`src/design/fch_pkg.sv`:
```
// ----------------------------------------------------------------------------
// fch_pkg
// shared types, codes and sizes of the fop-1 link control word report handler
// ----------------------------------------------------------------------------
package fch_pkg;

  localparam int NUM_CHANNELS = 64;
  localparam int CH_AW        = (NUM_CHANNELS > 1) ? $clog2(NUM_CHANNELS) : 1;

  // sender state per channel
  typedef enum logic [2:0] {
    ST_ACTIVE       = 3'd1,
    ST_RETX_NO_WAIT = 3'd2,
    ST_RETX_WAIT    = 3'd3,
    ST_INIT_NO_BC   = 3'd4,
    ST_INIT_BC      = 3'd5,
    ST_INITIAL      = 3'd6
  } fop_state_t;

  // event codes
  localparam logic [4:0] EV_E1      = 5'd0;
  localparam logic [4:0] EV_E2      = 5'd1;
  localparam logic [4:0] EV_E3      = 5'd2;
  localparam logic [4:0] EV_E4      = 5'd3;
  localparam logic [4:0] EV_E5      = 5'd4;
  localparam logic [4:0] EV_E6      = 5'd5;
  localparam logic [4:0] EV_E7      = 5'd6;
  localparam logic [4:0] EV_E101    = 5'd7;
  localparam logic [4:0] EV_E102    = 5'd8;
  localparam logic [4:0] EV_E8      = 5'd9;
  localparam logic [4:0] EV_E9      = 5'd10;
  localparam logic [4:0] EV_E10     = 5'd11;
  localparam logic [4:0] EV_E11     = 5'd12;
  localparam logic [4:0] EV_E12     = 5'd13;
  localparam logic [4:0] EV_E12WAIT = 5'd14;
  localparam logic [4:0] EV_E13     = 5'd15;
  localparam logic [4:0] EV_E14     = 5'd16;
  localparam logic [4:0] EV_E15     = 5'd17;
  localparam logic [4:0] EV_IGNORED = 5'd18;

  // alert codes
  localparam logic [2:0] AL_NONE    = 3'd0;
  localparam logic [2:0] AL_SYNCH   = 3'd1;
  localparam logic [2:0] AL_CLCW    = 3'd2;
  localparam logic [2:0] AL_LOCKOUT = 3'd3;
  localparam logic [2:0] AL_NNR     = 3'd4;
  localparam logic [2:0] AL_LIMIT   = 3'd5;

  // cop-in-effect value for cop-1
  localparam logic [1:0] COP_ONE = 2'd1;

  // flag bit positions
  localparam int FLAG_RETX = 0;
  localparam int FLAG_WAIT = 1;
  localparam int FLAG_LOCK = 2;

  localparam logic [7:0] LIMIT_RESET = 8'd1;
  localparam logic [7:0] LIMIT_ONE   = 8'd1;

  typedef struct packed {
    logic [6:0] vc_id;
    logic [1:0] cop_in_effect;
    logic [2:0] clcw_flags;
    logic [7:0] report_value;
    logic [7:0] next_send_seq;
    logic [7:0] expected_ack_seq;
    logic [7:0] transmission_count;
  } report_t;

  typedef struct packed {
    logic [4:0] event_code;
    logic [2:0] new_state;
    logic [2:0] alert_code;
    logic       confirm_positive;
    logic       cancel_timer;
    logic       release_bc_copy;
    logic       remove_acked;
    logic       start_retransmission;
    logic       look_for_data;
  } result_t;

  // state table read request
  typedef struct packed {
    logic             en;
    logic [CH_AW-1:0] addr;
  } tbl_rd_t;

  // state table write back
  typedef struct packed {
    logic             en;
    logic [CH_AW-1:0] addr;
    fop_state_t       val;
  } tbl_wr_t;

endpackage

```
`src/design/fch_state_table.sv`:
```
// ----------------------------------------------------------------------------
// fch_state_table
// per-channel sender state memory with registered read, valid bits and
// write-to-read forwarding for back to back beats on one channel
// ----------------------------------------------------------------------------
module fch_state_table (
  input  logic                clk,
  input  logic                rst,
  input  fch_pkg::tbl_rd_t    rd,
  input  fch_pkg::tbl_wr_t    wr,
  output fch_pkg::fop_state_t cur_state
);
  import fch_pkg::*;

  fop_state_t            mem [NUM_CHANNELS];
  fop_state_t            rd_data;
  logic [CH_AW-1:0]      rd_addr;
  logic [NUM_CHANNELS-1:0] vld;
  logic                  fwd_hit;
  fop_state_t            fwd_val;

  always_ff @(posedge clk) begin
    if (wr.en) begin
      mem[wr.addr] <= wr.val;
    end
    if (rd.en) begin
      rd_data <= mem[rd.addr];
      rd_addr <= rd.addr;
      fwd_val <= wr.val;
    end
  end

  always_ff @(posedge clk) begin
    if (rst) begin
      vld     <= '0;
      fwd_hit <= 1'b0;
    end else begin
      if (wr.en) begin
        vld[wr.addr] <= 1'b1;
      end
      if (rd.en) begin
        fwd_hit <= wr.en && (wr.addr == rd.addr);
      end
    end
  end

  // never-written entries read as initial
  always_comb begin
    if (fwd_hit) begin
      cur_state = fwd_val;
    end else if (vld[rd_addr]) begin
      cur_state = rd_data;
    end else begin
      cur_state = ST_INITIAL;
    end
  end

endmodule

```
`src/design/fch_event_eval.sv`:
```
// ----------------------------------------------------------------------------
// fch_event_eval
// classifies one report into an event and applies its state transition
// ----------------------------------------------------------------------------
module fch_event_eval (
  input  fch_pkg::report_t    rpt,
  input  fch_pkg::fop_state_t cur_state,
  input  logic [7:0]          limit,
  output fch_pkg::result_t    res,
  output logic                in_range
);
  import fch_pkg::*;

  logic       retx;
  logic       wt;
  logic       lock;
  logic       act;
  logic       no_bc_init;
  logic [7:0] nr;
  logic [7:0] vs;
  logic [7:0] nnr;
  fop_state_t ns;

  assign retx = rpt.clcw_flags[FLAG_RETX];
  assign wt   = rpt.clcw_flags[FLAG_WAIT];
  assign lock = rpt.clcw_flags[FLAG_LOCK];
  assign nr   = rpt.report_value;
  assign vs   = rpt.next_send_seq;
  assign nnr  = rpt.expected_ack_seq;

  assign in_range = ({1'b0, rpt.vc_id} < 8'(NUM_CHANNELS));
  assign act = (cur_state == ST_ACTIVE) || (cur_state == ST_RETX_NO_WAIT) ||
               (cur_state == ST_RETX_WAIT);
  // states other than initial and initializing with bc frame
  assign no_bc_init = (cur_state != ST_INITIAL) && (cur_state != ST_INIT_BC);

  always_comb begin
    res                      = '0;
    ns                       = cur_state;
    res.event_code           = EV_IGNORED;
    if (!in_range) begin
      ns = ST_INITIAL;
    end else if (rpt.cop_in_effect != COP_ONE) begin
      res.event_code = EV_E15;
      if (cur_state != ST_INITIAL) begin
        res.alert_code = AL_CLCW;
        ns = ST_INITIAL;
      end
    end else if (lock) begin
      res.event_code = EV_E14;
      if (no_bc_init) begin
        res.alert_code = AL_LOCKOUT;
        ns = ST_INITIAL;
      end
    end else if (nr == vs) begin
      if (retx) begin
        res.event_code = EV_E4;
        if (no_bc_init) begin
          res.alert_code = AL_SYNCH;
          ns = ST_INITIAL;
        end
      end else if (wt) begin
        res.event_code = EV_E3;
        if (cur_state != ST_INITIAL) begin
          res.alert_code = AL_CLCW;
          ns = ST_INITIAL;
        end
      end else if (nr == nnr) begin
        res.event_code = EV_E1;
        if (cur_state == ST_RETX_NO_WAIT || cur_state == ST_RETX_WAIT) begin
          res.alert_code = AL_SYNCH;
          ns = ST_INITIAL;
        end else if (cur_state == ST_INIT_NO_BC) begin
          res.confirm_positive = 1'b1;
          res.cancel_timer     = 1'b1;
          ns = ST_ACTIVE;
        end else if (cur_state == ST_INIT_BC) begin
          res.confirm_positive = 1'b1;
          res.release_bc_copy  = 1'b1;
          res.cancel_timer     = 1'b1;
          ns = ST_ACTIVE;
        end
      end else begin
        res.event_code = EV_E2;
        if (act) begin
          res.remove_acked  = 1'b1;
          res.cancel_timer  = 1'b1;
          res.look_for_data = 1'b1;
          ns = ST_ACTIVE;
        end
      end
    end else if (nr < vs && nr >= nnr) begin
      // plain window compare, no modulo wrap
      if (!retx) begin
        if (wt) begin
          res.event_code = EV_E7;
          if (act) begin
            res.alert_code = AL_CLCW;
            ns = ST_INITIAL;
          end
        end else if (nr == nnr) begin
          res.event_code = EV_E5;
          if (cur_state == ST_RETX_NO_WAIT || cur_state == ST_RETX_WAIT) begin
            res.alert_code = AL_SYNCH;
            ns = ST_INITIAL;
          end
        end else begin
          res.event_code = EV_E6;
          if (act) begin
            res.remove_acked  = 1'b1;
            res.look_for_data = 1'b1;
            ns = ST_ACTIVE;
          end
        end
      end else if (limit == LIMIT_ONE) begin
        if (nr != nnr) begin
          res.event_code = EV_E101;
          if (act) begin
            res.remove_acked = 1'b1;
            res.alert_code   = AL_LIMIT;
            ns = ST_INITIAL;
          end
        end else begin
          res.event_code = EV_E102;
          if (act) begin
            res.alert_code = AL_LIMIT;
            ns = ST_INITIAL;
          end
        end
      end else if (nr != nnr) begin
        if (!wt) begin
          res.event_code = EV_E8;
          if (act) begin
            res.remove_acked         = 1'b1;
            res.start_retransmission = 1'b1;
            res.look_for_data        = 1'b1;
            ns = ST_RETX_NO_WAIT;
          end
        end else begin
          res.event_code = EV_E9;
          if (act) begin
            res.remove_acked = 1'b1;
            ns = ST_RETX_WAIT;
          end
        end
      end else if (rpt.transmission_count < limit) begin
        if (!wt) begin
          res.event_code = EV_E10;
          if (cur_state == ST_ACTIVE || cur_state == ST_RETX_WAIT) begin
            res.start_retransmission = 1'b1;
            res.look_for_data        = 1'b1;
            ns = ST_RETX_NO_WAIT;
          end
        end else begin
          res.event_code = EV_E11;
          if (act) begin
            ns = ST_RETX_WAIT;
          end
        end
      end else begin
        if (!wt) begin
          res.event_code = EV_E12;
          if (act) begin
            ns = ST_RETX_NO_WAIT;
          end
        end else begin
          res.event_code = EV_E12WAIT;
          if (act) begin
            ns = ST_RETX_WAIT;
          end
        end
      end
    end else begin
      res.event_code = EV_E13;
      if (no_bc_init) begin
        res.alert_code = AL_NNR;
        ns = ST_INITIAL;
      end
    end
    res.new_state = ns;
  end

endmodule

```
`src/design/fop_clcw_report_handler.sv`:
```
// ----------------------------------------------------------------------------
// fop_clcw_report_handler
// fop-1 sender side processing of received link control word reports
// ----------------------------------------------------------------------------
// One report beat in, one result beat out. A beat is taken in every cycle
// unless rpt_stall is raised by a stalled result. Each report passes an input
// stage and then the result register, since the 64-entry channel state memory
// has a registered read port: the input stage holds the report while the read
// completes, and the result register follows it. Reports for the same channel
// in consecutive cycles see the state left by the previous one through a
// forwarding path. All channels start in the initial state after reset by way
// of per-entry valid bits; no clearing pass is needed. The transmission limit
// is written through the cfg channel, which is always ready, and should only
// change while no reports are in flight.
module fop_clcw_report_handler (
  input  logic              clk,
  input  logic              rst,
  input  logic              rpt_valid,
  output logic              rpt_stall,
  input  fch_pkg::report_t  rpt,
  output logic              res_valid,
  input  logic              res_stall,
  output fch_pkg::result_t  res,
  input  logic              cfg_valid,
  output logic              cfg_ready,
  input  logic [7:0]        cfg_data
);
  import fch_pkg::*;

  // shared transmission limit
  logic [7:0] limit;

  // input stage: report waiting for its state read
  logic       s1_valid;
  report_t    s1_rpt;
  logic       s1_adv;
  logic       rpt_acc;

  // table interface
  tbl_rd_t    tbl_rd;
  tbl_wr_t    tbl_wr;
  fop_state_t cur_state;

  // evaluation
  result_t    eval_res;
  logic       eval_in_range;

  assign cfg_ready = 1'b1;

  always_ff @(posedge clk) begin
    if (rst) begin
      limit <= LIMIT_RESET;
    end else if (cfg_valid && cfg_ready) begin
      limit <= cfg_data;
    end
  end

  // input stage moves on when the result register is free or being drained
  assign s1_adv    = s1_valid && !(res_valid && res_stall);
  assign rpt_stall = s1_valid && !s1_adv;
  assign rpt_acc   = rpt_valid && !rpt_stall;

  always_ff @(posedge clk) begin
    if (rst) begin
      s1_valid <= 1'b0;
    end else if (rpt_acc) begin
      s1_valid <= 1'b1;
    end else if (s1_adv) begin
      s1_valid <= 1'b0;
    end
  end

  always_ff @(posedge clk) begin
    if (rpt_acc) begin
      s1_rpt <= rpt;
    end
  end

  // read the channel state as the report enters
  assign tbl_rd.en   = rpt_acc;
  assign tbl_rd.addr = rpt.vc_id[CH_AW-1:0];

  fch_state_table u_table (
    .clk       (clk),
    .rst       (rst),
    .rd        (tbl_rd),
    .wr        (tbl_wr),
    .cur_state (cur_state)
  );

  fch_event_eval u_eval (
    .rpt       (s1_rpt),
    .cur_state (cur_state),
    .limit     (limit),
    .res       (eval_res),
    .in_range  (eval_in_range)
  );

  // write back the new state as the result is registered
  // out-of-range channels leave the table alone
  assign tbl_wr.en   = s1_adv && eval_in_range;
  assign tbl_wr.addr = s1_rpt.vc_id[CH_AW-1:0];
  assign tbl_wr.val  = fop_state_t'(eval_res.new_state);

  // result register
  always_ff @(posedge clk) begin
    if (rst) begin
      res_valid <= 1'b0;
    end else if (s1_adv) begin
      res_valid <= 1'b1;
    end else if (!res_stall) begin
      res_valid <= 1'b0;
    end
  end

  always_ff @(posedge clk) begin
    if (s1_adv) begin
      res <= eval_res;
    end
  end

  // an empty input stage never stalls the report side
  a_no_idle_stall : assert property (@(posedge clk) disable iff (rst)
    !s1_valid |-> !rpt_stall)
    else $error("report stalled with empty input stage");

  // ignored channels report the fixed initial state and no alert
  a_ignored_result : assert property (@(posedge clk) disable iff (rst)
    (res_valid && res.event_code == EV_IGNORED) |->
      (res.new_state == ST_INITIAL && res.alert_code == AL_NONE &&
       !res.remove_acked && !res.cancel_timer))
    else $error("ignored report carries state change or strobe");

  // positive confirm only on entry into active
  a_confirm_active : assert property (@(posedge clk) disable iff (rst)
    (res_valid && res.confirm_positive) |-> (res.new_state == ST_ACTIVE))
    else $error("confirm without active state");

  // retransmission start lands in retransmit without wait
  a_retx_state : assert property (@(posedge clk) disable iff (rst)
    (res_valid && res.start_retransmission) |-> (res.new_state == ST_RETX_NO_WAIT))
    else $error("retransmission started into wrong state");

  // write back happens only while a result is being registered
  a_write_with_result : assert property (@(posedge clk) disable iff (rst)
    tbl_wr.en |=> res_valid)
    else $error("state write without result");

endmodule
```
`config.mk`:
```
export PLATFORM = sky130hd
export DESIGN_NAME = fop_clcw_report_handler
export DESIGN_NICKNAME = d
export VERILOG_FILES = /design/src/design/fch_pkg.sv /design/src/design/fch_state_table.sv /design/src/design/fch_event_eval.sv /design/src/design/fop_clcw_report_handler.sv
export SDC_FILE = /design/constraint.sdc
export NUM_CORES = 1
export LEC_CHECK = 0
export ABC_AREA = 1
export BUFFER_PORTS_ARGS = -buffer_cell sky130_fd_sc_hd__buf_4
export CAP_MARGIN = 10
export CORE_MARGIN = 1.5
export CORE_UTILIZATION = 61
export CTS_CLUSTER_DIAMETER = 100
export DETAILED_ROUTE_END_ITERATION = 8
export GPL_ROUTABILITY_DRIVEN = 0
export PLACE_DENSITY = 0.8
export SLEW_MARGIN = 20
export SYNTH_ARGS = -nofsm -noshare
export SYNTH_HDL_FRONTEND = slang
export SYNTH_SLANG_ARGS = --single-unit
```
`constraint.sdc`:
```
create_clock -name clk -period 4.8 [get_ports clk]
set_clock_uncertainty 0.05 [all_clocks]
set_input_delay 0.48 -clock clk [delete_from_list [all_inputs] [get_ports clk]]
set_output_delay 0.48 -clock clk [all_outputs]
set_load 0.01 [all_outputs]
```
# [Yosys cells after proc, flatten, opt, wreduce, memory -nomap -nowiden]
# Memories as Yosys holds them, arrays and structs flattened. A register that Yosys moved wholly into a read port is not among the register bits.
# Cells that the tools add are included.
[totals] wordCells=185 reg_bits=145 ramBits=192 mem_count=1
[mem_list] name="u_table.mem" depth=64 word_bits=3 rd=1 rd_clocked_by_memory_dff=1 wr=1 line="fch_state_table.sv:15" source="fop_state_t mem [NUM_CHANNELS];"
[classes] n_reduce_logical=22 bitwise=6 order_cmp=7 n_mux=111 eq_ne=14
[op_table] cell="2-to-1 mux 3 bit" n=55
[op_table] cell="OR 64 bit" n=1
[op_table] cell="2-to-1 mux 5 bit" n=9
[op_table] cell="2-to-1 mux 2 bit" n=15
[op_table] cell="2-to-1 mux 1 bit" n=29
[op_table] cell="equality test 8 bit" n=2
[op_table] cell="less-than comparator 8 bit" n=2
[op_table] cell="less-than comparator 6 x 7 -> 1 bit, second input constant" n=2
[op_table] cell="logical AND 1 bit" n=9
[op_table] cell="OR reduction 9 bit" n=1
[op_table] cell="equality test 8 x 1 -> 1 bit, second input constant" n=1
[op_table] cell=">= comparator 8 bit" n=1
[op_table] cell="!= test 8 bit" n=1
[op_table] cell="OR reduction 8 bit" n=1
[op_table] cell="less-than comparator 7 bit, second input constant" n=1
[op_table] cell="OR reduction 7 bit" n=1
[op_table] cell="binary-select mux 1 bit (select 6 bit)" n=1
[op_table] cell="demux 1 bit (select 6 bit)" n=1
[op_table] cell="equality test 3 x 2 -> 1 bit, second input constant" n=2
[op_table] cell="equality test 3 bit, second input constant" n=2
[op_table] cell="equality test 6 bit" n=1
[op_table] cell=">= comparator 6 x 1 -> 1 bit, second input constant" n=1
[op_table] cell="!= test 3 bit, second input constant" n=2
[op_table] cell="OR reduction 6 bit" n=1
[op_table] cell="other kinds (8)" n=18

# [Logic depth before layout (Yosys ltp)]
# Gate-level depths: netlist (run 1).
[depth] word_depth=23 mapped_depth=22

# [Hierarchy]
# A second synthesis (run 1) with hierarchy kept.
[unflattened] cells_unflattened=1462 area_unflattened_um2=14635.3
[by_module_without_submodules] module="fch_state_table" cells_each=1108 n_inst=1 area_per_inst_um2=11104.4
[by_module_without_submodules] module="fop_clcw_report_handler" cells_each=112 n_inst=1 area_per_inst_um2=2203.4
[by_module_without_submodules] module="fch_event_eval" cells_each=242 n_inst=1 area_per_inst_um2=1327.5

# [Least setup slack after synthesis (run 1)]
# OpenSTA, ideal clock, no wires.
[synth_path] path_kind="register -> register" startpoint="register s1_rpt[31] (netlist bit)" endpoint="register res[9] (netlist bit) (data pin)" setup_time_ns=0.512 stages_incl_launch_ff=14 arrival_time_ns=3.503 n_path_buf=0 required_ns=4.238 path_slack_ns=0.735 path_cell_list="edfxtp_1 > ha_1 > nand2_1 > inv_1 > nand3_1 > nor4_1 > inv_1 > o2111ai_1 > nand2_1 > nand2_1 > nand3_1 > nor2_1 > nor2_1 > nor2_1"
[synth_lines] item="start, declared" line="fop_clcw_report_handler.sv:35" source="report_t s1_rpt;"
[synth_lines] item="start signal, assigned" line="fop_clcw_report_handler.sv:75" source="s1_rpt <= rpt;"
[synth_lines] item="end signal, assigned" line="fop_clcw_report_handler.sv:118" source="res <= eval_res;"
[synth_lines] item="end, declared" line="fop_clcw_report_handler.sv:23" source="output fch_pkg::result_t res,"

==> impl_summary.txt, run 1 <==
----------------------------------------------------
[Setup path]
  Crit path launch type ... register
  Worst R2R Path Depth ... 16
  Worst EP required ... 4.97 ns
  Critical Path AT ... 3.69 ns
  Largest fanout of any net on the critical path ... 66
  Startpoint-to-endpoint class of the critical path ... reg2reg
  Critical path endpoint category ... register

[Synthesis]
  Adder-cell share of the synthesized area ... 2.12%
  Async set-or-reset flop fraction in the synthesized netlist ... 0%
  Post-synth EDFFs ... 259
  Synth Flop Type ... sky130_fd_sc_hd__edfxtp_1
  Post-synthesis instance area ... 14,200 um2
  Net count of the mapped netlist ... 1,494
  Post-synthesis instance total ... 1,413
  Xor-xnor portion of the synthesized cell area ... 0.123%
  Mean cell area of the mapped netlist ... 10.0 um2
  Post-synthesis share of cell area spent on and, or, nand and nor gates ... 17.3%
  Netlist cell types ... 41
  Register area share after synthesis ... 65.4%
  Fraction of the mapped netlist area in compound gates ... 10.2%
  Yosys warnings ... 0
  Main combinational cell family by area after synthesis ... simple AND/OR/NAND/NOR gates
  Count of state elements after synthesis ... 334
  Multiplexer share of the synthesized area ... 0%

[Clock network]
  Post-cts sizing count ... 0
  Clock tree from TritonCTS ... done
  CTS root buffer ... sky130_fd_sc_hd__clkbuf_16
  H-tree depth ... 2
  TritonCTS sink count ... 334
  Clock insertion delay at the later pin of the skew report ... 0.52 ns
  Hold bufs inserted after CTS ... 0
  Number of buffers inserted to repair setup after CTS ... 0
  Clock buffer count from CTS ... 34
  Clk buf depth ... 3
  Clock Pin Slew Worst Setup and Hold Paths ... 0.07 ns

[Route]
  Vias after detailed routing ... 10,300
  Via count normalized by instance count ... 5.77
  First-pass DRT Iterations ... 6
  First DRT Iteration DRCs ... 1,134
  Average wire length per cell after detail routing ... 18.3 um
  Post-route DRC violation count ... 0
  Post-route antenna net violation count ... 0
  Detailed-route wire length ... 32.6 mm

[Floorplan]
  Row cnt ... 55
  Die span in y ... 156 um
  IO Count ... 77
  Core Footprint ... 22,700 um2
  DIE AREA ... 24,200 um2
  Floorplan die width ... 156 um
  Effective utilization at floorplan ... 62.5%

[Global routing]
  Vias in the first global route ... 10,100
  Met3 track demand over resource in global routing ... 5.17%
  Met1 track demand over resource ... 34.5%
  Wire length of the first global-routing pass ... 50.9 mm
  Total global routing overflow ... 0
  Peak-usage layer in the global routing report ... met2
  Antenna violations before repair ... 0
  Maximum number of pins on one net before global-route repair ... 70
  All-layer global routing usage ... 27.2%
  GR Util met2 ... 46.4%

[Run status]
  Run status ... complete, no violations

[Placement]
  Detailed Place HPWL ... 20.9 mm
  Count of buffers inserted at the top-level ports ... 75

[Power and ir drop]
  VDD IR-drop max ... 373 uV
  Static Leakage ... 5.80 nW
  PD cells ... 392 nW/um2
  Total design power ... 6.33 mW

[Hold path]
  Class of the most critical hold timing path ... in2reg
  Hold depth ... 1

[Cells and area]
  Share of layout cells above drive strength 1 ... 10.7%
  Number of diodes added for antenna fixing ... 0
  Synth-to-Final Area Change ... 13.8%
  Final-layout fill cell count ... 1,600
  Number of nets in the layout ... 1,555

[STA]
  Setup Viol. Count Final ... 0
  F_max ... 284 MHz
  Worst slew margin relative to its limit ... 38.7%
  Final Hold Fails ... 0
  Sum of negative setup slack ... 0 ns
  Period utilisation layout ... 73.2%
  Slew Limit Fails ... 0
  Transition time at the pin with the least slew margin ... 0.919 ns
  Setup repair after global routing missed its margin ... false
  Final Critical Period ... 3.52 ns

[Job]
  Max-capacitance violation count ... 0

----------------------------------------------------
sequential cells by signal (all words and copies together) (netlist names):
signal	cells
u_table.fwd_hit	1
res	17
u_table.mem	192
u_table.vld	64
s1_rpt	44
limit	8
u_table.fwd_val	3
u_table.rd_data	3
res_valid	1
s1_valid	1
layout make-up:
cell class	count	area, um2	share of cell area [%]
sequential	334	9280	57.4
multi-input combinational	904	4230	26.2
clock buffer	48	1050	6.51
timing repair buffer	84	643	3.98
inverter	116	437	2.70
tap	285	357	2.21
clock inverter	14	153	0.945
cell usage after synthesis (all sizes together), types with 2 or more instances:
cell / instances / area [um2]
a211oi: 2 / 15.0
a21oi: 28 / 151
a31oi: 2 / 12.5
buf: 11 / 73.8
clkbuf: 48 / 180
dfxtp: 75 / 1500
edfxtp: 259 / 7780
ha: 24 / 300
inv: 115 / 432
nand2: 201 / 779
nand3: 27 / 135
nand3b: 2 / 15.0
nand4: 5 / 31.3
nor2: 372 / 1400
nor3: 10 / 50.1
nor4: 3 / 18.8
o2111ai: 3 / 26.3
o211ai: 11 / 82.6
o21ai: 141 / 706
o21bai: 2 / 15.0
o221ai: 4 / 35.0
o22ai: 53 / 332
o311ai: 2 / 17.5
o32ai: 4 / 35.0
or2: 2 / 12.5
worst paths after layout:
path,start,to,slack [ns]
max reg2reg,s1_rpt[38],u_table.mem[19][0],1.28
min reg2reg,u_table.vld[59],u_table.vld[59],0.42
min,rpt[27],s1_rpt[27],0.09
max,s1_rpt[38],u_table.mem[19][0],1.28
stage by stage:
step	setup WS (ns)	utilization (%)	instance area (um2)	cells	hold slack (ns)
floorplan	0.735	-	14200	1413	0.383
global placement	1.58	65.8	14900	1723	0.401
detailed placement	1.39	65.8	14900	1723	0.410
CTS	1.35	71.1	16200	1785	0.0763
global route	0.938	71.1	16200	1785	0.0768
finish	1.28	71.1	16200	1785	0.0881
cells in the final DEF, fill, tap and decap left out, types with 4 or more instances in the layout:
master / instances
sky130_fd_sc_hd__o21ai_1: 7
sky130_fd_sc_hd__clkbuf_16: 38
sky130_fd_sc_hd__nand3_1: 27
sky130_fd_sc_hd__dfxtp_1: 75
sky130_fd_sc_hd__nand2_1: 194
sky130_fd_sc_hd__clkbuf_8: 6
sky130_fd_sc_hd__nand4_1: 5
sky130_fd_sc_hd__nand2_2: 5
sky130_fd_sc_hd__o211ai_1: 11
sky130_fd_sc_hd__nor2_1: 369
sky130_fd_sc_hd__a21oi_1: 27
sky130_fd_sc_hd__buf_4: 83
sky130_fd_sc_hd__edfxtp_1: 259
sky130_fd_sc_hd__o32ai_1: 4
sky130_fd_sc_hd__o221ai_1: 4
sky130_fd_sc_hd__o21ai_0: 134
sky130_fd_sc_hd__clkinv_2: 7
sky130_fd_sc_hd__ha_1: 24
sky130_fd_sc_hd__nor3_1: 10
sky130_fd_sc_hd__inv_1: 111
sky130_fd_sc_hd__o22ai_1: 53
metal layers:
layer / routed length, um / vias to the layer above
li1: - / 4938
met1: 13300 / 4834
met2: 15800 / 444
met3: 2350 / 90
met4: 1200 / 0
met5: 0 / -
kinds of logic after synthesis:
family / count (synthesis)
adder cells (fa/ha/maj): 24
buffers and inverters: 175
XOR/XNOR: 2
AO/OA/AOI/OAI: 254
flip-flops: 334
other: 1
AND/OR/NAND/NOR: 623
worst max-delay path: stages, from the launching register on:
cell	delay, ns
sky130_fd_sc_hd__edfxtp_1	0.58
sky130_fd_sc_hd__inv_2	0.25
sky130_fd_sc_hd__nor2_1	0.14
sky130_fd_sc_hd__nand3_1	0.11
sky130_fd_sc_hd__o21ai_1	0.07
sky130_fd_sc_hd__o21ai_1	0.13
sky130_fd_sc_hd__nand2_1	0.07
sky130_fd_sc_hd__nor2_1	0.17
sky130_fd_sc_hd__nand2_2	0.16
sky130_fd_sc_hd__nand2_2	0.12
sky130_fd_sc_hd__nand2_4	0.09
sky130_fd_sc_hd__nor2_2	0.16
sky130_fd_sc_hd__nand2_1	0.12
sky130_fd_sc_hd__o21ai_1	0.24
sky130_fd_sc_hd__inv_1	0.12
sky130_fd_sc_hd__nor2_4	0.10
sky130_fd_sc_hd__buf_4	0.53
power by group:
group          leakage (nW)  internal (mW)  total (mW)  switching, mW
sequential             2.72           3.13        3.15         0.0201
combinational          2.49          0.126       0.395          0.268
clock                 0.592           1.70        2.78           1.08
(Power assumes the default switching activity.)
==> inputs of run 2 (changes only) <==
--- a/config.mk
+++ b/config.mk
@@ -9,11 +9,11 @@
 export BUFFER_PORTS_ARGS = -buffer_cell sky130_fd_sc_hd__buf_4
 export CAP_MARGIN = 10
 export CORE_MARGIN = 1.5
-export CORE_UTILIZATION = 61
+export CORE_UTILIZATION = 55
 export CTS_CLUSTER_DIAMETER = 100
 export DETAILED_ROUTE_END_ITERATION = 8
 export GPL_ROUTABILITY_DRIVEN = 0
-export PLACE_DENSITY = 0.8
+export PLACE_DENSITY = 0.76
 export SLEW_MARGIN = 20
 export SYNTH_ARGS = -nofsm -noshare
 export SYNTH_HDL_FRONTEND = slang
==> constraint.sdc (replaced) <==
create_clock -name clk -period 3.06 [get_ports clk]
set_clock_uncertainty 0.05 [all_clocks]
set_input_delay 0.306 -clock clk [delete_from_list [all_inputs] [get_ports clk]]
set_output_delay 0.306 -clock clk [all_outputs]
set_load 0.01 [all_outputs]
==> impl_summary.txt, run 2 (synthesized netlist as in run 1, its figures left out) <==
----------------------------------------------------
[Run status]
  Run status ... finished, violations left (was complete, no violations)
  Violated checks ... setup timing

[STA]
  Final setup slack of the worst path ... -0.108 ns (was 1.28 ns)
  Period utilisation layout ... 104% (was 73.2%)
  Setup repair after global routing missed its margin ... true (was false)
  Slew Limit Fails ... 0 (unchanged)
  Worst slack on hold paths ... 0.0416 ns (was 0.0881 ns)
  F_max ... 316 MHz (was 284 MHz)
  Worst slew margin relative to its limit ... 47.8% (was 38.7%)
  Final Critical Period ... 3.17 ns (was 3.52 ns)
  Final Hold Fails ... 0 (unchanged)
  Transition time at the pin with the least slew margin ... 0.783 ns (was 0.919 ns)
  Setup Viol. Count Final ... 149 (was 0)

[Cells and area]
  Core Util, Final ... 69.3% (was 71.1%)
  Final-layout fill cell count ... 1,726 (was 1,600)
  Number of diodes added for antenna fixing ... 0 (unchanged)
  Number of nets in the layout ... 1,673 (was 1,555)
  Total area of multi-input combinational cells ... 4410 um2 (was 4230 um2)
  Largest registers in the final layout ... u_table.mem: 192 flops, u_table.vld: 64 flops, s1_rpt: 44 flops (unchanged)
  Share of layout cells above drive strength 1 ... 16.1% (was 10.7%)
  Sequential cell area ... 9280 um2 (unchanged)
  Leading cell types in the layout, fill and taps excluded ... sky130_fd_sc_hd__nor2_1, sky130_fd_sc_hd__edfxtp_1, sky130_fd_sc_hd__nand2_1 (unchanged)
  Synth-to-Final Area Change ... 23.3% (was 13.8%)
  Most frequent standard cell in the layout excluding fill and tap cells ... sky130_fd_sc_hd__nor2_1 (unchanged)
  Largest register by flop count ... u_table.mem (unchanged)
  Max reg flops ... 192 (unchanged)

[Clock network]
  Clock tree from TritonCTS ... done (unchanged)
  TritonCTS sink count ... 334 (unchanged)
  Clk buf depth ... 3 (unchanged)
  Clock Pin Slew Worst Setup and Hold Paths ... 0.06 ns (was 0.07 ns)
  Clock insertion delay at the later pin of the skew report ... 0.51 ns (was 0.52 ns)
  H-tree depth ... 2 (unchanged)
  Clock buffer count from CTS ... 35 (was 34)
  CTS root buffer ... sky130_fd_sc_hd__clkbuf_16 (unchanged)

[Setup path]
  Setup slack of the worst register-to-register path ... -0.11 ns (was 1.28 ns)
  Worst R2R Path Depth ... 22 (was 16)
  Critical path endpoint category ... register (unchanged)
  RR Startpoint ... s1_rpt[37] (was s1_rpt[38])
  Crit path launch type ... register (unchanged)
  Sequence of cells on the critical path ... buf_12 -> buf_8 -> buf_6 -> nand2_1 -> nand3_2 -> o21ai_2 -> o21ai_2 -> nand2_1 -> nor2_2 -> nand2_4 -> nand2_4 -> nand2_4 -> buf_12 -> nand2_8 -> buf_6 -> nand2_8 -> nand2_4 -> nand2_2 -> o211ai_1 -> nand3b_1 -> buf_6 -> clkbuf_16 (was inv_2 -> nor2_1 -> nand3_1 -> o21ai_1 -> o21ai_1 -> nand2_1 -> nor2_1 -> nand2_2 -> nand2_2 -> nand2_4 -> nor2_2 -> nand2_1 -> o21ai_1 -> inv_1 -> nor2_4 -> buf_4)
  CP peak stage delay ... 0.55 ns (was 0.58 ns)
  Crit Reg-Reg Endpoint ... u_table.mem[7][2] (was u_table.mem[19][0])
  Startpoint-to-endpoint class of the critical path ... reg2reg (unchanged)
  Largest fanout of any net on the critical path ... 8 (was 66)
  Crit path max-delay cell type ... sky130_fd_sc_hd__edfxtp_1 (unchanged)
  Critical path's most frequent cell ... sky130_fd_sc_hd__nand2_4 (was sky130_fd_sc_hd__o21ai_1)
  Worst EP required ... 3.26 ns (was 4.97 ns)
  Critical Path AT ... 3.37 ns (was 3.69 ns)

[Route]
  Detailed-route wire length ... 36.0 mm (was 32.6 mm)
  First-pass DRT Iterations ... 5 (was 6)
  Vias after detailed routing ... 11,100 (was 10,300)
  Via count normalized by instance count ... 5.69 (was 5.77)
  First DRT Iteration DRCs ... 1,286 (was 1,134)
  Post-route DRC violation count ... 0 (unchanged)
  Average wire length per cell after detail routing ... 18.5 um (was 18.3 um)
  Post-route antenna net violation count ... 0 (unchanged)

[Power and ir drop]
  Static Leakage ... 6.45 nW (was 5.80 nW)
  VDD IR-drop max ... 490 uV (was 373 uV)
  PD cells ... 554 nW/um2 (was 392 nW/um2)

[Floorplan]
  DIE AREA ... 26,800 um2 (was 24,200 um2)
  Die span in y ... 164 um (was 156 um)
  IO Count ... 77 (unchanged)
  Row cnt ... 58 (was 55)
  Core Footprint ... 25,300 um2 (was 22,700 um2)
  Effective utilization at floorplan ... 56.2% (was 62.5%)
  Floorplan die width ... 164 um (was 156 um)

[Hold path]
  Start point of the worst min-delay path ... rpt[42] (was rpt[27])
  Class of the most critical hold timing path ... in2reg (unchanged)
  Min-Delay Endpoint ... s1_rpt[42] (was s1_rpt[27])
  Hold depth ... 1 (unchanged)

[Global routing]
  Wire length of the first global-routing pass ... 54.3 mm (was 50.9 mm)
  Vias in the first global route ... 10,500 (was 10,100)
  Maximum number of pins on one net before global-route repair ... 70 (unchanged)
  All-layer global routing usage ... 26.2% (was 27.2%)
  Antenna violations before repair ... 0 (unchanged)
  Total global routing overflow ... 0 (unchanged)

[Placement]
  Detailed Place HPWL ... 22.1 mm (was 20.9 mm)
  Count of buffers inserted at the top-level ports ... 75 (unchanged)

[Job]
  Max-capacitance violation count ... 0 (unchanged)

----------------------------------------------------
==> run 2: report_power, final <==
| group | total (mW) | internal [mW] | switching [mW] |
|---|---|---|---|
| Combinational | 0.790 | 0.310 | 0.480 |
| Clock | 3.97 | 2.32 | 1.65 |
| Sequential | 4.95 | 4.92 | 0.0308 |
==> run 2: final cells by class <==
class / instances / share of cell area [%]
clock buffer: 53 / 5.87
clock inverter: 9 / 0.264
inverter: 116 / 2.49
multi-input combinational: 905 / 25.2
sequential: 334 / 53.0
tap: 330 / 2.36
timing repair buffer: 200 / 10.8
==> run 2: how the worst max path moves through the flow <==
stage / startpoint / endpoint / slack, ns / depth (start not counted)
final: s1_rpt[37] / u_table.mem[7][2] / -0.11 / 22
after global routing: s1_rpt[37] / u_table.mem[59][2] / -0.21 / 22
after CTS: s1_rpt[37] / u_table.mem[12][2] / 0.008 / 20
after detailed placement: s1_rpt[37] / u_table.mem[17][0] / -0.19 / 16
after global placement: s1_rpt[37] / u_table.mem[22][0] / -0.47 / 16
after floorplan: s1_rpt[37] / res[11] / -0.22 / 16
==> run 2: stage by stage <==
step	worst slack, ns	area, um2	power (mW)	cells	setup TNS, ns
2_1_floorplan	-0.219	14200	5.44	1413	-14.48
3_3_place_gp	-0.475	15500	5.69	1822	-31.02
3_5_place_dp	-0.190	15600	5.72	1823	-9.08
4_1_cts	0.00817	17100	9.69	1928	0
5_1_grt	-0.210	17500	10.0	1947	-25.33
6_report	-0.108	17500	9.70	1947	-5.42
==> run 2: layer usage <==
| layer | GRT usage, % | part of all wire (%) |
|---|---|---|
| met1 | 34.6 | 39 |
| met2 | 44.2 | 49 |
| met3 | 4.32 | 9.2 |
| met4 | 8.97 | 2.8 |
| met5 | 0 | 0 |
==> run 2: critical path, delay by kind of cell, from the launching register on <==
family,cells,cell delay (ns)
DFF,1,0.55
AOI/OAI and AO/OA,3,0.34
and+or+nand+nor,12,0.99
buffers and inverters,7,0.99
==> run 2: timing repair <==
action / 4_1_cts / 5_1_grt
setup endpoints to repair: 132 / 198
pin swaps: 1 / 28
endpoints found under the hold margin: 39 / 0
gates cloned: 1 / 6
setup buffers: 2 / 14
resized for setup: 2 / 60
hold buffers: 40 / 0
==> inputs of run 3 (changes only) <==
--- a/config.mk
+++ b/config.mk
@@ -5,7 +5,6 @@
 export SDC_FILE = /design/constraint.sdc
 export NUM_CORES = 1
 export LEC_CHECK = 0
-export ABC_AREA = 1
 export BUFFER_PORTS_ARGS = -buffer_cell sky130_fd_sc_hd__buf_4
 export CAP_MARGIN = 10
 export CORE_MARGIN = 1.5
==> impl_summary.txt, run 3 <==
----------------------------------------------------
[Run status]
  Run status ... finished, violations left (unchanged)
  Violated checks ... setup timing (unchanged)

[Synthesis]
  Post-synthesis instance total ... 974 (was 1,413)
  Count of state elements after synthesis ... 334 (unchanged)
  Post-synthesis share of cell area spent on and, or, nand and nor gates ... 10.5% (was 17.3%)
  Largest area contributor in the synthesized netlist ... sky130_fd_sc_hd__edfxtp_1 (unchanged)
  Post-synth EDFFs ... 259 (unchanged)
  Portion of synthesized cell area occupied by the leading cell type ... 55.8% (was 54.8%)
  Adder-cell share of the synthesized area ... 2.16% (was 2.12%)
  Cell with the most instances after synthesis ... sky130_fd_sc_hd__edfxtp_1 (was sky130_fd_sc_hd__nor2_1)
  Synth Flop Type ... sky130_fd_sc_hd__edfxtp_1 (unchanged)
  Leading cell types by total area after synthesis ... sky130_fd_sc_hd__edfxtp_1, sky130_fd_sc_hd__dfxtp_1, sky130_fd_sc_hd__mux4_2 (was sky130_fd_sc_hd__edfxtp_1, sky130_fd_sc_hd__dfxtp_1, sky130_fd_sc_hd__nor2_1)
  Mean cell area of the mapped netlist ... 14.3 um2 (was 10.0 um2)
  Main combinational cell family by area after synthesis ... multiplexers (was simple AND/OR/NAND/NOR gates)
  Async set-or-reset flop fraction in the synthesized netlist ... 0% (unchanged)
  Most frequent cells after synthesis ... sky130_fd_sc_hd__edfxtp_1, sky130_fd_sc_hd__nor2_1, sky130_fd_sc_hd__dfxtp_1, sky130_fd_sc_hd__mux4_2, sky130_fd_sc_hd__nand2_1 (was sky130_fd_sc_hd__nor2_1, sky130_fd_sc_hd__edfxtp_1, sky130_fd_sc_hd__nand2_1, sky130_fd_sc_hd__o21ai_0, sky130_fd_sc_hd__inv_1)
  Register area share after synthesis ... 66.6% (was 65.4%)
  Yosys warnings ... 0 (unchanged)
  Xor-xnor portion of the synthesized cell area ... 0.503% (was 0.123%)
  Multiplexer share of the synthesized area ... 12.3% (was 0%)
  Fraction of the mapped netlist area in compound gates ... 5.44% (was 10.2%)
  Net count of the mapped netlist ... 1,055 (was 1,494)
  Post-synthesis instance area ... 13,900 um2 (was 14,200 um2)
  Netlist cell types ... 71 (was 41)

[Cells and area]
  Leading cell types in the layout, fill and taps excluded ... sky130_fd_sc_hd__edfxtp_1, sky130_fd_sc_hd__nor2_1, sky130_fd_sc_hd__buf_4 (was sky130_fd_sc_hd__nor2_1, sky130_fd_sc_hd__edfxtp_1, sky130_fd_sc_hd__nand2_1)
  Max reg flops ... 192 (unchanged)
  Post-layout instance count excluding filler cells ... 1,546 (was 1,947)
  Synth-to-Final Area Change ... 27.4% (was 23.3%)
  Share of layout cells above drive strength 1 ... 30.5% (was 16.1%)
  Most frequent standard cell in the layout excluding fill and tap cells ... sky130_fd_sc_hd__edfxtp_1 (was sky130_fd_sc_hd__nor2_1)
  Final-layout fill cell count ... 1,530 (was 1,726)
  Largest register by flop count ... u_table.mem (unchanged)
  Number of nets in the layout ... 1,269 (was 1,673)
  Largest registers in the final layout ... u_table.mem: 192 flops, u_table.vld: 64 flops, s1_rpt: 44 flops (unchanged)

[STA]
  Period utilisation layout ... 116% (was 104%)
  Setup repair after global routing missed its margin ... true (unchanged)
  Final Critical Period ... 3.55 ns (was 3.17 ns)
  F_max ... 282 MHz (was 316 MHz)
  Sum of negative setup slack ... -81.08 ns (was -5.42 ns)
  Final Hold Fails ... 0 (unchanged)
  Worst slew margin relative to its limit ... 43.6% (was 47.8%)
  Setup Viol. Count Final ... 205 (was 149)
  Slew Limit Fails ... 0 (unchanged)
  Transition time at the pin with the least slew margin ... 0.844 ns (was 0.783 ns)
  Worst slack on hold paths ... 0.0102 ns (was 0.0416 ns)
  Final setup slack of the worst path ... -0.490 ns (was -0.108 ns)

[Route]
  First DRT Iteration DRCs ... 1,138 (was 1,286)
  Post-route antenna net violation count ... 0 (unchanged)
  First-pass DRT Iterations ... 7 (was 5)
  Post-route DRC violation count ... 0 (unchanged)
  Via count normalized by instance count ... 6.04 (was 5.69)
  Average wire length per cell after detail routing ... 23.5 um (was 18.5 um)
  Detailed-route wire length ... 36.3 mm (was 36.0 mm)
  Vias after detailed routing ... 9,335 (was 11,100)

[Hold path]
  Class of the most critical hold timing path ... in2reg (unchanged)
  Hold depth ... 3 (was 1)

[Floorplan]
  Effective utilization at floorplan ... 55.6% (was 56.2%)
  Row cnt ... 58 (unchanged)
  Core Footprint ... 25,000 um2 (was 25,300 um2)
  DIE AREA ... 26,300 um2 (was 26,800 um2)
  Die span in y ... 162 um (was 164 um)
  IO Count ... 77 (unchanged)
  Floorplan die width ... 162 um (was 164 um)

[Power and ir drop]
  Part of the power in the clock network ... 42.6% (was 40.9%)
  Comb power frac ... 7.6% (was 8.1%)
  VDD IR-drop max ... 515 uV (was 490 uV)
  Part of the total power dissipated in sequential elements ... 49.8% (was 51.0%)
  Static Leakage ... 5.99 nW (was 6.45 nW)
  Switching part of the total power ... 21.8% (was 22.2%)
  PD cells ... 559 nW/um2 (was 554 nW/um2)
  Internal power consumption ... 7.76 mW (was 7.55 mW)
  Total net switching power ... 2.17 mW (was 2.16 mW)
  Total design power ... 9.93 mW (was 9.70 mW)

[Clock network]
  Clock buffer count from CTS ... 35 (unchanged)
  H-tree depth ... 2 (unchanged)
  Clock Pin Slew Worst Setup and Hold Paths ... 0.06 ns (about the same)
  Clock tree from TritonCTS ... done (unchanged)
  CTS root buffer ... sky130_fd_sc_hd__clkbuf_16 (unchanged)
  TritonCTS sink count ... 334 (unchanged)
  Clock insertion delay at the later pin of the skew report ... 0.53 ns (was 0.51 ns)
  Clk buf depth ... 3 (unchanged)

[Setup path]
  Setup slack of the worst register-to-register path ... -0.49 ns (was -0.11 ns)
  Worst setup path start ... s1_rpt[37] (unchanged)
  Largest fanout of any net on the critical path ... 8 (unchanged)
  Startpoint-to-endpoint class of the critical path ... reg2reg (unchanged)
  Critical path endpoint category ... register (unchanged)
  Crit path launch type ... register (unchanged)
  Worst R2R Path Depth ... 13 (was 22)
  Critical Path AT ... 3.72 ns (was 3.37 ns)
  End point of the critical path ... u_table.mem[8][0] (was u_table.mem[7][2])
  RR Startpoint ... s1_rpt[37] (unchanged)
  Crit Reg-Reg Endpoint ... u_table.mem[8][0] (was u_table.mem[7][2])
  Worst EP required ... 3.23 ns (was 3.26 ns)

[Global routing]
  Maximum number of pins on one net before global-route repair ... 76 (was 70)
  Vias in the first global route ... 9,280 (was 10,500)
  Total global routing overflow ... 0 (unchanged)
  All-layer global routing usage ... 27.8% (was 26.2%)
  Antenna violations before repair ... 4 (was 0)
  Wire length of the first global-routing pass ... 54.3 mm (about the same)

[Placement]
  Placed instance count ... 1,392 (was 1,823)
  Count of buffers inserted at the top-level ports ... 75 (unchanged)
  Detailed Place HPWL ... 20.6 mm (was 22.1 mm)

[Job]
  Max-capacitance violation count ... 0 (unchanged)

----------------------------------------------------
[run 3: critical path, cell delays in order (launching register included)]
cell,delay (ns)
sky130_fd_sc_hd__edfxtp_1,0.48
sky130_fd_sc_hd__buf_6,0.17
sky130_fd_sc_hd__nor2b_4,0.14
sky130_fd_sc_hd__buf_4,0.14
sky130_fd_sc_hd__a32o_2,0.26
sky130_fd_sc_hd__o31a_1,0.31
sky130_fd_sc_hd__a311oi_4,0.35
sky130_fd_sc_hd__buf_4,0.20
sky130_fd_sc_hd__or3_4,0.14
sky130_fd_sc_hd__nor2_4,0.04
sky130_fd_sc_hd__or3_4,0.35
sky130_fd_sc_hd__a31oi_4,0.16
sky130_fd_sc_hd__buf_12,0.16
sky130_fd_sc_hd__and3b_2,0.30
[run 3: how the worst min path moves through the flow]
stage                                from               to  slack [ns]
after floorplan                    rpt[0]        s1_rpt[0]        0.35
after global placement    u_table.vld[24]  u_table.vld[24]        0.40
after detailed placement  u_table.vld[43]  u_table.vld[43]        0.40
after CTS                     cfg_data[4]         limit[4]       0.001
after global routing          cfg_data[4]         limit[4]        0.04
final                         cfg_data[4]         limit[4]        0.01
[run 3: metal layers]
metal	part of all wire, %	wire (um)	track usage (%)	up-vias
met2	49	17800	47.0	545
met1	38	13800	35.6	4562
met4	4.4	1620	11.5	4
met5	0.072	26	0	-
met3	8.6	3120	5.49	139
li1	-	-	-	4085
[run 3: repair_timing]
item	CTS	global route
resized for setup	64	31
setup buffers	19	11
gates cloned	14	1
hold buffers	48	0
pin swaps	14	27
endpoints found under the setup margin	202	207
hold endpoints to repair	48	0
[run 3: stage by stage]
step | cell area, um2 | utilization, % | setup WS [ns]
finish | 17800 | 70.9 | -0.490
global route | 17800 | 70.9 | -0.543
CTS | 17600 | 70.3 | -0.328
detailed placement | 15200 | 60.9 | -0.430
global placement | 15200 | 60.9 | -0.314
floorplan | 14000 | - | 0.00687
[run 3: cells by family after synthesis]
group,Yosys count
and+or+nand+nor,339
AOI/OAI and AO/OA,102
xor gates and xnor gates,8
muxes,88
buffers and inverters,78
DFF,334
adders and majority gates,24
other,1
[run 3: final cells by class]
type	instances	area (um2)	area share [%]
flip-flops and latches	334	9280	52.3
multi-input cells	569	4680	26.4
repair buffers	214	2090	11.8
clock buffers	40	946	5.33
well taps	330	413	2.33
clock inverters	24	209	1.18
inverters	34	130	0.733
diodes	1	2.50	0.0141
[run 3: power groups by stage]
stage	registers [mW]	logic [mW]	clock network, mW
floorplan	5.03	0.354	0
global placement	5.04	0.570	0
detailed placement	5.04	0.583	0
CTS	4.94	0.708	4.26
global route	4.95	0.802	4.43
finish	4.95	0.756	4.22
